[src/hdl/asp_pkg.sv]
// ----------------------------------------------------------------------------
// asp_pkg: argument splitter shared types
// Result and error codes, field widths and the result record shared by the
// splitter modules and interfaces.
// ----------------------------------------------------------------------------
package asp_pkg;

  // Longest text that is parsed; later bytes raise the too-long error.
  localparam int unsigned MaxTextLen = 65536;
  localparam int unsigned IdxW       = 17;   // holds 0 .. MaxTextLen
  localparam int unsigned PosW       = 16;
  localparam int unsigned CharW      = 8;

  // Result queue sizing
  localparam int unsigned RqDepth = 8;
  localparam int unsigned RqPtrW  = 3;
  localparam int unsigned RqCntW  = 4;

  localparam logic [CharW-1:0] ChSpace   = 8'h20;
  localparam logic [CharW-1:0] ChTab     = 8'h09;
  localparam logic [CharW-1:0] ChLf      = 8'h0A;
  localparam logic [CharW-1:0] ChCr      = 8'h0D;
  localparam logic [CharW-1:0] ChQuote   = 8'h22;
  localparam logic [CharW-1:0] ChBslash  = 8'h5C;
  localparam logic [CharW-1:0] ChLParen  = 8'h28;
  localparam logic [CharW-1:0] ChRParen  = 8'h29;
  localparam logic [CharW-1:0] ChLBrack  = 8'h5B;
  localparam logic [CharW-1:0] ChRBrack  = 8'h5D;
  localparam logic [CharW-1:0] ChComma   = 8'h2C;

  typedef enum logic [1:0] {
    KIND_ARG   = 2'd0,
    KIND_ERROR = 2'd1,
    KIND_EMPTY = 2'd2
  } kind_e;

  typedef enum logic [2:0] {
    ERR_NONE          = 3'd0,
    ERR_STRAY_PAREN   = 3'd1,
    ERR_STRAY_BRACKET = 3'd2,
    ERR_OPEN_STRING   = 3'd3,
    ERR_PARENS        = 3'd4,
    ERR_BRACKETS      = 3'd5,
    ERR_TOO_LONG      = 3'd6
  } err_e;

  typedef struct packed {
    kind_e            kind;
    logic [IdxW-1:0]  arg_start;
    logic [IdxW-1:0]  arg_length;
    err_e             error_code;
    logic [PosW-1:0]  error_position;
    logic             run_last;
    logic             text_last;
  } result_t;

  // Results produced by one byte, handed from parser to result queue
  typedef struct packed {
    logic [1:0] count;  // 0, 1 or 2
    result_t    r0;
    result_t    r1;
  } push_t;

endpackage

[src/hdl/asp_if.sv]
// ----------------------------------------------------------------------------
// asp_if: argument splitter stream interfaces
// Valid/ready channels for the byte stream and for the result stream.
// ----------------------------------------------------------------------------
interface asp_in_if import asp_pkg::*; ();
  logic             valid;
  logic             ready;
  logic [CharW-1:0] character;
  logic             has_char;
  logic             last;

  modport source (output valid, character, has_char, last, input ready);
  modport sink   (input valid, character, has_char, last, output ready);
endinterface

interface asp_out_if import asp_pkg::*; ();
  logic            valid;
  logic            ready;
  logic [1:0]      kind;
  logic [IdxW-1:0] arg_start;
  logic [IdxW-1:0] arg_length;
  logic [2:0]      error_code;
  logic [PosW-1:0] error_position;
  logic            run_last;
  logic            text_last;

  modport source (output valid, kind, arg_start, arg_length, error_code, error_position,
                  run_last, text_last, input ready);
  modport sink   (input valid, kind, arg_start, arg_length, error_code, error_position,
                  run_last, text_last, output ready);
endinterface

[src/hdl/asp_parse.sv]
// ----------------------------------------------------------------------------
// asp_parse: argument splitter parse state
// Holds nesting, quoting, segment and error state and turns one byte into
// zero, one or two results.
// ----------------------------------------------------------------------------
module asp_parse import asp_pkg::*; (
  input  logic             clk_i,
  input  logic             rst_ni,
  input  logic             in_valid_i,
  input  logic [CharW-1:0] char_i,
  input  logic             has_i,
  input  logic             last_i,
  output push_t            push_o
);

  typedef struct packed {
    logic [IdxW-1:0] char_index;
    logic            content_seen;
    logic [IdxW-1:0] content_first;
    logic [IdxW-1:0] content_end;
    logic [IdxW-1:0] paren_level;
    logic [IdxW-1:0] bracket_level;
    logic            inside_quotes;
    logic            escape_pending;
    err_e            err_code;
    logic [PosW-1:0] err_pos;
  } state_t;

  localparam logic [IdxW-1:0] MaxIdx = IdxW'(MaxTextLen);

  state_t st_q, st_d;

  function automatic result_t make_arg(logic seen, logic [IdxW-1:0] first,
                                       logic [IdxW-1:0] last_end,
                                       logic [IdxW-1:0] seg_end);
    result_t r;
    r = '0;
    r.kind       = KIND_ARG;
    r.error_code = ERR_NONE;
    if (seen) begin
      r.arg_start  = first;
      r.arg_length = last_end - first;
    end else begin
      r.arg_start  = seg_end;
    end
    return r;
  endfunction

  function automatic result_t make_err(err_e code, logic [PosW-1:0] pos);
    result_t r;
    r = '0;
    r.kind           = KIND_ERROR;
    r.error_code     = code;
    r.error_position = pos;
    return r;
  endfunction

  always_comb begin
    logic [IdxW-1:0] idx;
    logic            blank;
    logic            split;
    result_t         fin_r;
    idx    = st_q.char_index;
    blank  = (char_i == ChSpace) || (char_i == ChTab) || (char_i == ChLf) ||
             (char_i == ChCr);
    split  = 1'b0;
    fin_r  = '0;
    st_d   = st_q;
    push_o = '0;

    if (in_valid_i && (has_i || last_i)) begin
      if (has_i) begin
        if (idx >= MaxIdx) begin
          if (st_q.err_code == ERR_NONE) begin
            st_d.err_code = ERR_TOO_LONG;
            st_d.err_pos  = idx[PosW-1:0];
          end
        end else begin
          st_d.char_index = idx + 1'b1;
          if (st_q.err_code == ERR_NONE) begin
            if (st_q.inside_quotes) begin
              if (st_q.escape_pending) begin
                st_d.escape_pending = 1'b0;
              end else if (char_i == ChBslash) begin
                st_d.escape_pending = 1'b1;
              end else if (char_i == ChQuote) begin
                st_d.inside_quotes = 1'b0;
              end
            end else if (char_i == ChQuote) begin
              st_d.inside_quotes = 1'b1;
            end else if (char_i == ChLParen) begin
              st_d.paren_level = st_q.paren_level + 1'b1;
            end else if (char_i == ChLBrack) begin
              st_d.bracket_level = st_q.bracket_level + 1'b1;
            end else if (char_i == ChRParen) begin
              if (st_q.paren_level == '0) begin
                st_d.err_code = ERR_STRAY_PAREN;
                st_d.err_pos  = idx[PosW-1:0];
              end else begin
                st_d.paren_level = st_q.paren_level - 1'b1;
              end
            end else if (char_i == ChRBrack) begin
              if (st_q.bracket_level == '0) begin
                st_d.err_code = ERR_STRAY_BRACKET;
                st_d.err_pos  = idx[PosW-1:0];
              end else begin
                st_d.bracket_level = st_q.bracket_level - 1'b1;
              end
            end else if (char_i == ChComma && st_q.paren_level == '0 &&
                         st_q.bracket_level == '0) begin
              split = 1'b1;
            end

            if (st_d.err_code == ERR_NONE) begin
              if (split) begin
                push_o.r0    = make_arg(st_q.content_seen, st_q.content_first,
                                        st_q.content_end, idx);
                push_o.count = 2'd1;
                st_d.content_seen  = 1'b0;
                st_d.content_first = '0;
                st_d.content_end   = '0;
              end else if (!blank) begin
                if (!st_q.content_seen) begin
                  st_d.content_seen  = 1'b1;
                  st_d.content_first = idx;
                end
                st_d.content_end = idx + 1'b1;
              end
            end
          end
        end
      end

      if (last_i) begin
        // Closing result, by priority: held error, empty text, open string,
        // parentheses, brackets, then the final argument.
        if (st_d.err_code != ERR_NONE) begin
          fin_r = make_err(st_d.err_code, st_d.err_pos);
        end else if (st_d.char_index == '0) begin
          fin_r      = '0;
          fin_r.kind = KIND_EMPTY;
        end else if (st_d.inside_quotes) begin
          fin_r = make_err(ERR_OPEN_STRING, '0);
        end else if (st_d.paren_level != '0) begin
          fin_r = make_err(ERR_PARENS, '0);
        end else if (st_d.bracket_level != '0) begin
          fin_r = make_err(ERR_BRACKETS, '0);
        end else begin
          fin_r = make_arg(st_d.content_seen, st_d.content_first, st_d.content_end,
                           st_d.char_index);
        end
        fin_r.text_last = 1'b1;
        if (push_o.count == 2'd1) begin
          push_o.r1    = fin_r;
          push_o.count = 2'd2;
        end else begin
          push_o.r0    = fin_r;
          push_o.count = 2'd1;
        end
        st_d = '0;
      end

      if (push_o.count == 2'd2) begin
        push_o.r1.run_last = 1'b1;
      end else if (push_o.count == 2'd1) begin
        push_o.r0.run_last = 1'b1;
      end
    end
  end

  always_ff @(posedge clk_i or negedge rst_ni) begin
    if (!rst_ni) begin
      st_q <= '0;
    end else begin
      st_q <= st_d;
    end
  end

`ifndef ASSERT_OFF
  // A two-result beat is only ever a split argument followed by the text end
  a_two_is_split: assert property (@(posedge clk_i) disable iff (!rst_ni)
    (push_o.count == 2'd2) |-> (push_o.r0.kind == KIND_ARG && push_o.r1.text_last))
    else $error("two results without a split argument and a text end");
`endif

endmodule

[src/hdl/asp_rfifo.sv]
// ----------------------------------------------------------------------------
// asp_rfifo: argument splitter result queue
// Small register queue that takes up to two results a cycle and hands out
// one result per output beat.
// ----------------------------------------------------------------------------
module asp_rfifo import asp_pkg::*; (
  input  logic              clk_i,
  input  logic              rst_ni,
  input  push_t             push_i,
  input  logic              pop_i,
  output logic              valid_o,
  output result_t           head_o,
  output logic [RqCntW-1:0] count_o
);

  result_t             mem_q [RqDepth];
  logic [RqPtrW-1:0]   wr_q, wr_d, rd_q, rd_d;
  logic [RqCntW-1:0]   cnt_q, cnt_d;
  logic [RqPtrW-1:0]   wr_next;
  logic                do_pop;

  assign do_pop  = pop_i && (cnt_q != '0);
  assign wr_next = wr_q + 1'b1;
  assign valid_o = (cnt_q != '0);
  assign head_o  = mem_q[rd_q];
  assign count_o = cnt_q;

  always_comb begin
    wr_d  = wr_q + RqPtrW'(push_i.count);
    rd_d  = do_pop ? rd_q + 1'b1 : rd_q;
    cnt_d = cnt_q + RqCntW'(push_i.count) - RqCntW'(do_pop);
  end

  always_ff @(posedge clk_i) begin
    if (push_i.count != 2'd0) begin
      mem_q[wr_q] <= push_i.r0;
    end
    if (push_i.count == 2'd2) begin
      mem_q[wr_next] <= push_i.r1;
    end
  end

  always_ff @(posedge clk_i or negedge rst_ni) begin
    if (!rst_ni) begin
      wr_q  <= '0;
      rd_q  <= '0;
      cnt_q <= '0;
    end else begin
      wr_q  <= wr_d;
      rd_q  <= rd_d;
      cnt_q <= cnt_d;
    end
  end

`ifndef ASSERT_OFF
  a_no_overflow: assert property (@(posedge clk_i) disable iff (!rst_ni)
    cnt_q <= RqCntW'(RqDepth))
    else $error("result queue overflow");

  a_room_for_push: assert property (@(posedge clk_i) disable iff (!rst_ni)
    (push_i.count != 2'd0) |-> (cnt_q <= RqCntW'(RqDepth - 2)))
    else $error("result pushed without room reserved");
`endif

endmodule

[src/hdl/top_level_argument_splitter.sv]
// ----------------------------------------------------------------------------
// top_level_argument_splitter: nesting-aware argument splitter
// Splits an argument-list text at top-level commas and reports trimmed
// argument spans, errors and empty-text markers.
// ----------------------------------------------------------------------------
// Usage
//   in_i carries one byte per beat (character, has_char, last). A beat with
//   has_char low and last low is dropped; has_char low with last high closes
//   the text. out_o carries one result per beat; run_last marks the final
//   result of an input beat and text_last the final result of the text. A
//   text that closes with an error result must have its earlier argument
//   results discarded by the consumer.
//   Each input beat passes the input register and is then parsed into the
//   result queue, whose head drives out_o. Throughput: one input beat per
//   cycle while in_i.ready is high; a comma on the last byte yields two
//   results, which drain at one per output beat.
//   Reset clears the parse state and empties the result queue; the first
//   text starts from index zero.
//   When the receiver stalls, results collect in the eight-entry queue and
//   in_i.ready drops once the queue cannot take two more results from each
//   beat still in flight, so nothing is lost.
// ----------------------------------------------------------------------------
module top_level_argument_splitter import asp_pkg::*; (
  input  logic      clk_i,
  input  logic      rst_ni,
  asp_in_if.sink    in_i,
  asp_out_if.source out_o
);

  // Input register
  logic             in_valid_q;
  logic [CharW-1:0] char_q;
  logic             has_q;
  logic             last_q;
  logic             accept;

  push_t             push;
  result_t           head;
  logic              rq_valid;
  logic [RqCntW-1:0] rq_count;
  logic [RqCntW:0]   room_need;

  // Reserve two queue slots for the beat in the input register and two for
  // a new beat; hold ready low until both fit.
  assign room_need  = {1'b0, rq_count} + (in_valid_q ? (RqCntW+1)'(2) : '0);
  assign in_i.ready = (room_need <= (RqCntW+1)'(RqDepth - 2));
  assign accept     = in_i.valid && in_i.ready;

  always_ff @(posedge clk_i or negedge rst_ni) begin
    if (!rst_ni) begin
      in_valid_q <= 1'b0;
    end else begin
      in_valid_q <= accept;
    end
  end

  always_ff @(posedge clk_i) begin
    if (accept) begin
      char_q <= in_i.character;
      has_q  <= in_i.has_char;
      last_q <= in_i.last;
    end
  end

  asp_parse u_parse (
    .clk_i      (clk_i),
    .rst_ni     (rst_ni),
    .in_valid_i (in_valid_q),
    .char_i     (char_q),
    .has_i      (has_q),
    .last_i     (last_q),
    .push_o     (push)
  );

  asp_rfifo u_rfifo (
    .clk_i   (clk_i),
    .rst_ni  (rst_ni),
    .push_i  (push),
    .pop_i   (out_o.ready),
    .valid_o (rq_valid),
    .head_o  (head),
    .count_o (rq_count)
  );

  // Drive the result channel from the queue head
  assign out_o.valid          = rq_valid;
  assign out_o.kind           = head.kind;
  assign out_o.arg_start      = head.arg_start;
  assign out_o.arg_length     = head.arg_length;
  assign out_o.error_code     = head.error_code;
  assign out_o.error_position = head.error_position;
  assign out_o.run_last       = head.run_last;
  assign out_o.text_last      = head.text_last;

`ifndef ASSERT_OFF
  a_text_end_closes_run: assert property (@(posedge clk_i) disable iff (!rst_ni)
    (out_o.valid && out_o.text_last) |-> out_o.run_last)
    else $error("text end result not marked as last of its beat");
`endif

endmodule
[src/flat_wrapper.sv]
// flat-port wrapper written by rule: the top's interface ports become plain ports
module top_level_argument_splitter_flat import asp_pkg::*;
  (clk_i, rst_ni, in_i_valid, in_i_character, in_i_has_char, in_i_last, in_i_ready, out_o_valid, out_o_kind, out_o_arg_start, out_o_arg_length, out_o_error_code, out_o_error_position, out_o_run_last, out_o_text_last, out_o_ready);
  asp_in_if in_i_i ();
  asp_out_if out_o_i ();
  input  logic clk_i;
  input  logic rst_ni;
  input wire logic [$bits(in_i_i.valid)-1:0] in_i_valid;
  input wire logic [$bits(in_i_i.character)-1:0] in_i_character;
  input wire logic [$bits(in_i_i.has_char)-1:0] in_i_has_char;
  input wire logic [$bits(in_i_i.last)-1:0] in_i_last;
  output wire logic [$bits(in_i_i.ready)-1:0] in_i_ready;
  output wire logic [$bits(out_o_i.valid)-1:0] out_o_valid;
  output wire logic [$bits(out_o_i.kind)-1:0] out_o_kind;
  output wire logic [$bits(out_o_i.arg_start)-1:0] out_o_arg_start;
  output wire logic [$bits(out_o_i.arg_length)-1:0] out_o_arg_length;
  output wire logic [$bits(out_o_i.error_code)-1:0] out_o_error_code;
  output wire logic [$bits(out_o_i.error_position)-1:0] out_o_error_position;
  output wire logic [$bits(out_o_i.run_last)-1:0] out_o_run_last;
  output wire logic [$bits(out_o_i.text_last)-1:0] out_o_text_last;
  input wire logic [$bits(out_o_i.ready)-1:0] out_o_ready;
  assign in_i_i.valid = in_i_valid;
  assign in_i_i.character = in_i_character;
  assign in_i_i.has_char = in_i_has_char;
  assign in_i_i.last = in_i_last;
  assign in_i_ready = in_i_i.ready;
  assign out_o_valid = out_o_i.valid;
  assign out_o_kind = out_o_i.kind;
  assign out_o_arg_start = out_o_i.arg_start;
  assign out_o_arg_length = out_o_i.arg_length;
  assign out_o_error_code = out_o_i.error_code;
  assign out_o_error_position = out_o_i.error_position;
  assign out_o_run_last = out_o_i.run_last;
  assign out_o_text_last = out_o_i.text_last;
  assign out_o_i.ready = out_o_ready;
  top_level_argument_splitter u_core (.clk_i(clk_i), .rst_ni(rst_ni), .in_i(in_i_i), .out_o(out_o_i));
endmodule
[config.mk]
export PLATFORM = sky130hd
export DESIGN_NAME = top_level_argument_splitter_flat
export DESIGN_NICKNAME = d
export VERILOG_FILES = /design/src/hdl/asp_pkg.sv /design/src/hdl/asp_if.sv /design/src/hdl/asp_parse.sv /design/src/hdl/asp_rfifo.sv /design/src/hdl/top_level_argument_splitter.sv /design/src/flat_wrapper.sv
export SDC_FILE = /design/constraint.sdc
export NUM_CORES = 1
export LEC_CHECK = 0
export BUFFER_PORTS_ARGS = -buffer_cell sky130_fd_sc_hd__buf_2
export CORE_ASPECT_RATIO = 0.5
export CORE_MARGIN = 2
export CORE_UTILIZATION = 56
export DETAILED_ROUTE_END_ITERATION = 10
export PLACE_DENSITY = 0.73
export SLEW_MARGIN = 20
export SYNTH_ARGS = -nofsm -noshare
export SYNTH_HDL_FRONTEND = slang
export SYNTH_SLANG_ARGS = --single-unit
[constraint.sdc]
create_clock -name clk_i -period 16.25 [get_ports clk_i]
set_input_delay 3.25 -clock clk_i [delete_from_list [all_inputs] [get_ports clk_i]]
set_output_delay 3.25 -clock clk_i [all_outputs]
set_load 0.1 [all_outputs]
Word-level counts from Yosys, hierarchy flattened
Memories as Yosys holds them, arrays and structs flattened.
Cells that the tools add are included.
- memories kept: 1
- bits in writable memories: 456
- bits of input ports: 14
- bits in registers: 128
- output and inout port bits: 59
- logic and storage cells: 154
- $add $sub $neg: 13
- $lt $le $gt $ge: 2
- equal/unequal tests: 19
- multiplexer cells: 82
- reduce and logical (&&, ||, !) cells: 20
- memories (name ; depth ; bits a word ; rd ports ; clocked after Yosys merged registers in ; write ports ; RTL line ; RTL):
    u_core.u_rfifo.mem_q ; 8 ; 57 ; 1 ; 0 ; 2 ; asp_rfifo.sv:16 ; result_t mem_q [RqDepth];
- operator list (cell ; number):
    $mux 116 ; 3
    $mux 107 ; 3
    $mux 58 ; 5
    $mux 19 ; 14
    $mux 17 ; 14
    $mux 57 ; 4
    $mux 56 ; 3
    $mux 35 ; 3
    $mux 90 ; 1
    $mux 88 ; 1
    $mux 34 ; 2
    $mux 59 ; 1
    $add 17x1->17 const B ; 3
    $logic_not 17->1 ; 3
    $eq 8x6->1 const B ; 5
    $reduce_bool 17->1 ; 2
    $sub 17x1->17 const B ; 2
    $sub 17x17->17 ; 2
    $mux 1 ; 26
    $eq 8x4->1 const B ; 3
    $eq 8x7->1 const B ; 3
    $ge 17x17->1 const B ; 1
    $add 3x1->3 const B ; 2
    $logic_not 3->1 ; 2
    other kinds (16) ; 28

Depth between registers and ports, before layout
- depth in word-level cells: 37
- gate-level depth with buffers: 24

Cells and area by module
From an unflattened synthesis, not the netlist that was laid out.
- cells, all modules: 2735
- area total of the unflattened synthesis: 34788.4 µm²
- by module, submodules not included (module ; area an instance (µm²) ; sequential area each (µm²) ; cells each ; times used):
    asp_rfifo ; 23257.3 ; 13943.4 ; 1238 ; 1
    asp_parse ; 11145.7 ; 2677.6 ; 1477 ; 1
    top_level_argument_splitter ; 385.4 ; 325.3 ; 20 ; 1

Worst setup path before layout
OpenSTA, ideal clock, no wires.
- kind: register to register
- from: register u_core.u_parse.st_q[38] in the netlist's numbering
- to: memory u_core.u_rfifo.mem_q[2][0] in the netlist's numbering (enable)
- stages on the path, launching flop included: 17
- path slack: 8.037 ns
- arrival time: 7.657 ns
- cells stage by stage: dfrtp_1 -> inv_1 -> ha_1 -> or3b_2 -> clkbuf_1 -> nor3_1 -> nand2_1 -> nor4_1 -> nand2_2 -> clkinv_1 -> clkbuf_1 -> clkbuf_1 -> ha_1 -> nand2_1 -> nand2_1 -> nand2_1 -> o31ai_1
- RTL lines (what ; RTL line ; RTL):
    start: declaration ; asp_parse.sv:31 ; state_t st_q, st_d;
    start signal: assignment ; asp_parse.sv:175 ; st_q <= st_d;
    end: declaration ; asp_rfifo.sv:16 ;

Worst setup path after layout
- from: register u_core.u_rfifo.rd_q[0]
- to: output port out_o_error_position[1]
- longest elaborated chain between the ends: 1
- ends and longest elaborated chain (what ; RTL line ; RTL):
    start: declaration ; asp_rfifo.sv:17 ; logic [RqPtrW-1:0] wr_q, wr_d, rd_q, rd_d;
    start signal: assignment ; asp_rfifo.sv:50 ; rd_q <= rd_d;
    $mem_v2 8x57 ; -- ;
    end: declaration ; flat_wrapper.sv:18 ; output wire logic [$bits(out_o_i.error_position)-1:0] out_o_error_position;
Every way passes these cells.

==> results.tsv <==
stage	metric	value	unit
outcome	status	finished clean	
timing	Worst-Margin Slew	1120	ps
synthesis	Synth Flop Type	edfxtp_1	
timing	final clock skew	38.0	ps
synthesis	Yosys reg bits	584	
synthesis	Post-synth ARST share	20.2	%
timing	setup tns final	0	ps
synthesis	post-synthesis sequential area ratio	53.4	%
grt	initial antenna violation count	1	
floorplan	DIE AREA	58700	µm²
routing	Initial DRC Count	3852	
critical_path	crit-path leading delay family	buffers and inverters	
flow_run	# Max-Cap Violations	0	
pwr	IR drop worst, VDD	0.136	mV
critical_path	CP Cell Sequence	buf_4 -> buf_4 -> mux4_2 -> mux2_2 -> buf_2	
finish	area grow syn2layout	8.47	%
synthesis	Synth warnings	0	
clock_network	Post-CTS Setup Inserts	0	
finish	fin util	61.7	%
finish	footprint of the multi-input gates	13900	µm²
synthesis	largest area contributor in the netlist	edfxtp_1	
grt	met1 usage	47.0	%
finish	Antenna Cells	0	
grt	layer with the highest usage	met2	
floorplan	Die W	341	µm
finish	nets	2834	
pwr	Overall Power	5.85	mW
routing	DRC	0	
synthesis	post-synth top area share	44.1	%
timing	Slew headroom	24.7	%
placed_design	RD Place Congestion	0.981	
floorplan	core area	55800	µm²
floorplan	DIE HEIGHT	172	µm
critical_path	crit path max fanout	46	
critical_path	CP endpoint kind	primary output	
timing	final hold vios	0	
synthesis	post-synth design cell area	31800	µm²
timing	Final Cycle Share	47.4	%
critical_path	crit path buf inv count	3	
pwr	sw power	2.65	mW
synthesis	top cells by area, synth	edfxtp_1 44%, dfrtp_1 9.3%, mux4_2 8.1%, nor2_1 3.7%, o22ai_1 3.4%	
timing	Slew Viols, Final	0	
critical_path	Critical Path RT	13000	ps
pwr	P_int	3.20	mW
grt	vias in the first global route	23200	
synthesis	Post-synth EDFFs	466	
grt	GR Util met3	8.20	%
pwr	clock network fraction of design power	21.8	%
clock_network	CTS Buf Count	52	
grt	global router's overall resource usage	32.3	%
critical_path	worst reg2reg setup slack	8860	ps
clock_network	CTS Buffer Depth	3	
clock_network	CTS tree	built	
clock_network	post-cts sizing count	0	
placed_design	IO Port Bufs	72	
timing	f_max	0.130	GHz
placed_design	HPWL Detailed	59800	µm
critical_path	CP Class	flop to primary output	
finish	share of layout cells above drive strength 1	15.9	%
floorplan	Initial Utilization	56.9	%
clock_network	Skew-Pair Late Insertion Delay	620	ps
clock_network	H-tree Lvls	2	
floorplan	row cnt	61	
clock_network	CTS clk-pin slew, worst paths	70	ps
critical_path	Critical Path Most Common Cell	buf_4	
clock_network	clk root buf	clkbuf_16	
critical_path	crit path DAT	4460	ps
routing	DR vias	24600	
grt	largest net degree at the start of global routing	81	
pwr	Pleak	12.3	nW
critical_path	CP max-delay cell	dfrtp_4	
finish	Finished Cell Area	34400	µm²
critical_path	Max stage delay on crit path	870	ps
synthesis	syn nets	2882	
routing	DR vias/cell	6.92	
grt	met2 usage	48.5	%
pwr	Sw Ratio	45.3	%
pwr	power density cells	170	nW/µm²
pwr	Logic pwr share	45.4	%
routing	First-pass DRT Iterations	6	
worst_hold_path	Hold/Removal Path Class	flop to flop	
placed_design	DP Area	32700	µm²
timing	unrepaired setup endpoints after global routing	no	
routing	WL per Instance	26.8	µm
grt	global-route wire length before repair	143000	µm
placed_design	Inst Count DP	3462	
finish	fillers	4295	
synthesis	Avg Cell Area, Syn	11.3	µm²
synthesis	Mapped Cells	2809	
clock_network	cts hold-fix bufs	0	
pwr	Seq pwr share	32.7	%
grt	total grt overflow	0	
timing	Final Setup Violations	0	
critical_path	startpoint types	flop	
synthesis	distinct cell type count after synthesis	88	
finish	FF/Latch Area	17000	µm²
finish	Non-Filler Instances	3560	
floorplan	# IOs	73	
routing	Final Routed Wirelength	95300	µm
clock_network	CTS Sinks	584	
routing	final antenna-violating net count	0	
timing	min Tclk post-route	7710	ps
==> per-layer routing <==
| metal | vias up | share of wire [%] |
|---|---|---|
| met3 | 208 | 13 |
| met5 | - | 0 |
| li1 | 10600 | - |
| met2 | 1666 | 44 |
| met1 | 12100 | 41 |
| met4 | 0 | 2.6 |
==> cell type report <==
cell class	instances	area share (%)
clock buffers	63	3.93
flip-flops and latches	584	49.2
multi-input cells	1937	40.3
well taps	756	2.75
repair buffers	117	2.03
clock inverters	34	1.01
inverters	69	0.752
==> Yosys cell counts (8+ instances only) <==
master / n
a211o_1: 10
xnor2_1: 51
mux2i_1: 26
and3_1: 26
a22oi_1: 13
a21o_1: 27
nand4_1: 26
nor3_1: 157
a21boi_0: 21
mux4_2: 114
inv_1: 66
nand2_1: 239
ha_1: 55
xor2_1: 23
or3_1: 22
or2_2: 12
and2_1: 10
and4_1: 11
nor4_1: 32
o21a_1: 11
nor2b_1: 11
nor2_1: 314
edfxtp_1: 466
o21ai_0: 126
buf_2: 20
a211oi_1: 12
nand2b_1: 17
nand3b_1: 8
buf_1: 20
a22o_1: 28
nand2_2: 8
o22ai_1: 175
dfrtp_1: 118
nand3_1: 68
a21oi_1: 69
o21ai_1: 8
o211ai_1: 10
a31oi_1: 10
mux2_2: 73
o31ai_1: 20
clkbuf_1: 178
==> layout by cell type, fill, tap and decap left out, types with 51 or more instances in the layout <==
master     instances
o21ai_0          119
a21oi_1           68
mux4_2           114
buf_2             72
nand3_1           68
ha_1              55
clkbuf_16         52
inv_1             66
nand2_1          239
xnor2_1           51
dfrtp_1          115
nor2_1           309
mux2_2            73
o22ai_1          175
edfxtp_1         466
nor3_1           152
==> tightest hold or removal path: cells and delay by family, from the launching register on <==
family | cells | cell delay, ps
flops | 1 | 340
compound gates | 1 | 60
simple gates | 1 | 40
==> worst paths after layout <==
path | from | end | cells after the start
worst max-delay path | u_core.u_rfifo.rd_q[0]$_DFFE_PN0P_ | out_o_error_position[1] | 5
worst min-delay path | u_core.u_parse.st_q[15]$_DFFE_PN0P_ | u_core.u_parse.st_q[15]$_DFFE_PN0P_ | 2
worst max register to register | u_core.u_parse.st_q[38]$_DFFE_PN0P_ | u_core.u_rfifo.mem_q[0][37]$_DFFE_PP_ | 22
worst min register to register | u_core.u_parse.st_q[15]$_DFFE_PN0P_ | u_core.u_parse.st_q[15]$_DFFE_PN0P_ | 2
max in group asynchronous | rst_ni | u_core.u_rfifo.rd_q[1]$_DFFE_PN0P_ | 2
min in group asynchronous | rst_ni | u_core.u_parse.st_q[7]$_DFFE_PN0P_ | 1
==> cells by family after synthesis <==
logic type                 synth area share (%)
buffers and inverters                      3.49
muxes                                      11.5
AOI/OAI and AO/OA                          12.3
and+or+nand+nor                            14.9
DFF                                        53.4
adders and majority gates                  2.42
xor gates and xnor gates                   2.04
==> flip-flops by register name (all words and copies together), names as in the netlist <==
| name | flops |
|---|---|
| u_core.u_rfifo.mem_q | 456 |
| u_core.u_parse.st_q | 107 |
| u_core.char_q | 8 |
| u_core.u_rfifo.count_o | 4 |
| u_core.u_rfifo.rd_q | 3 |
| u_core.u_rfifo.wr_q | 3 |
| u_core.has_q | 1 |
| u_core.in_valid_q | 1 |
| u_core.last_q | 1 |
==> stage by stage <==
stage	setup WS [ps]	hold WS, ps
4_1_cts	8450	485
3_3_place_gp	9140	463
6_report	8540	481
3_5_place_dp	9080	471
5_1_grt	8200	507
2_1_floorplan	8040	450
==> power groups by stage <==
stage,Combinational [mW],Sequential [mW],Clock [mW]
3_5_place_dp,2.62,1.94,0
5_1_grt,2.80,1.93,1.34
6_report,2.66,1.92,1.28
2_1_floorplan,2.16,1.81,0
3_3_place_gp,2.59,1.94,0
4_1_cts,2.63,1.91,1.28
(Power assumes the default switching activity.)
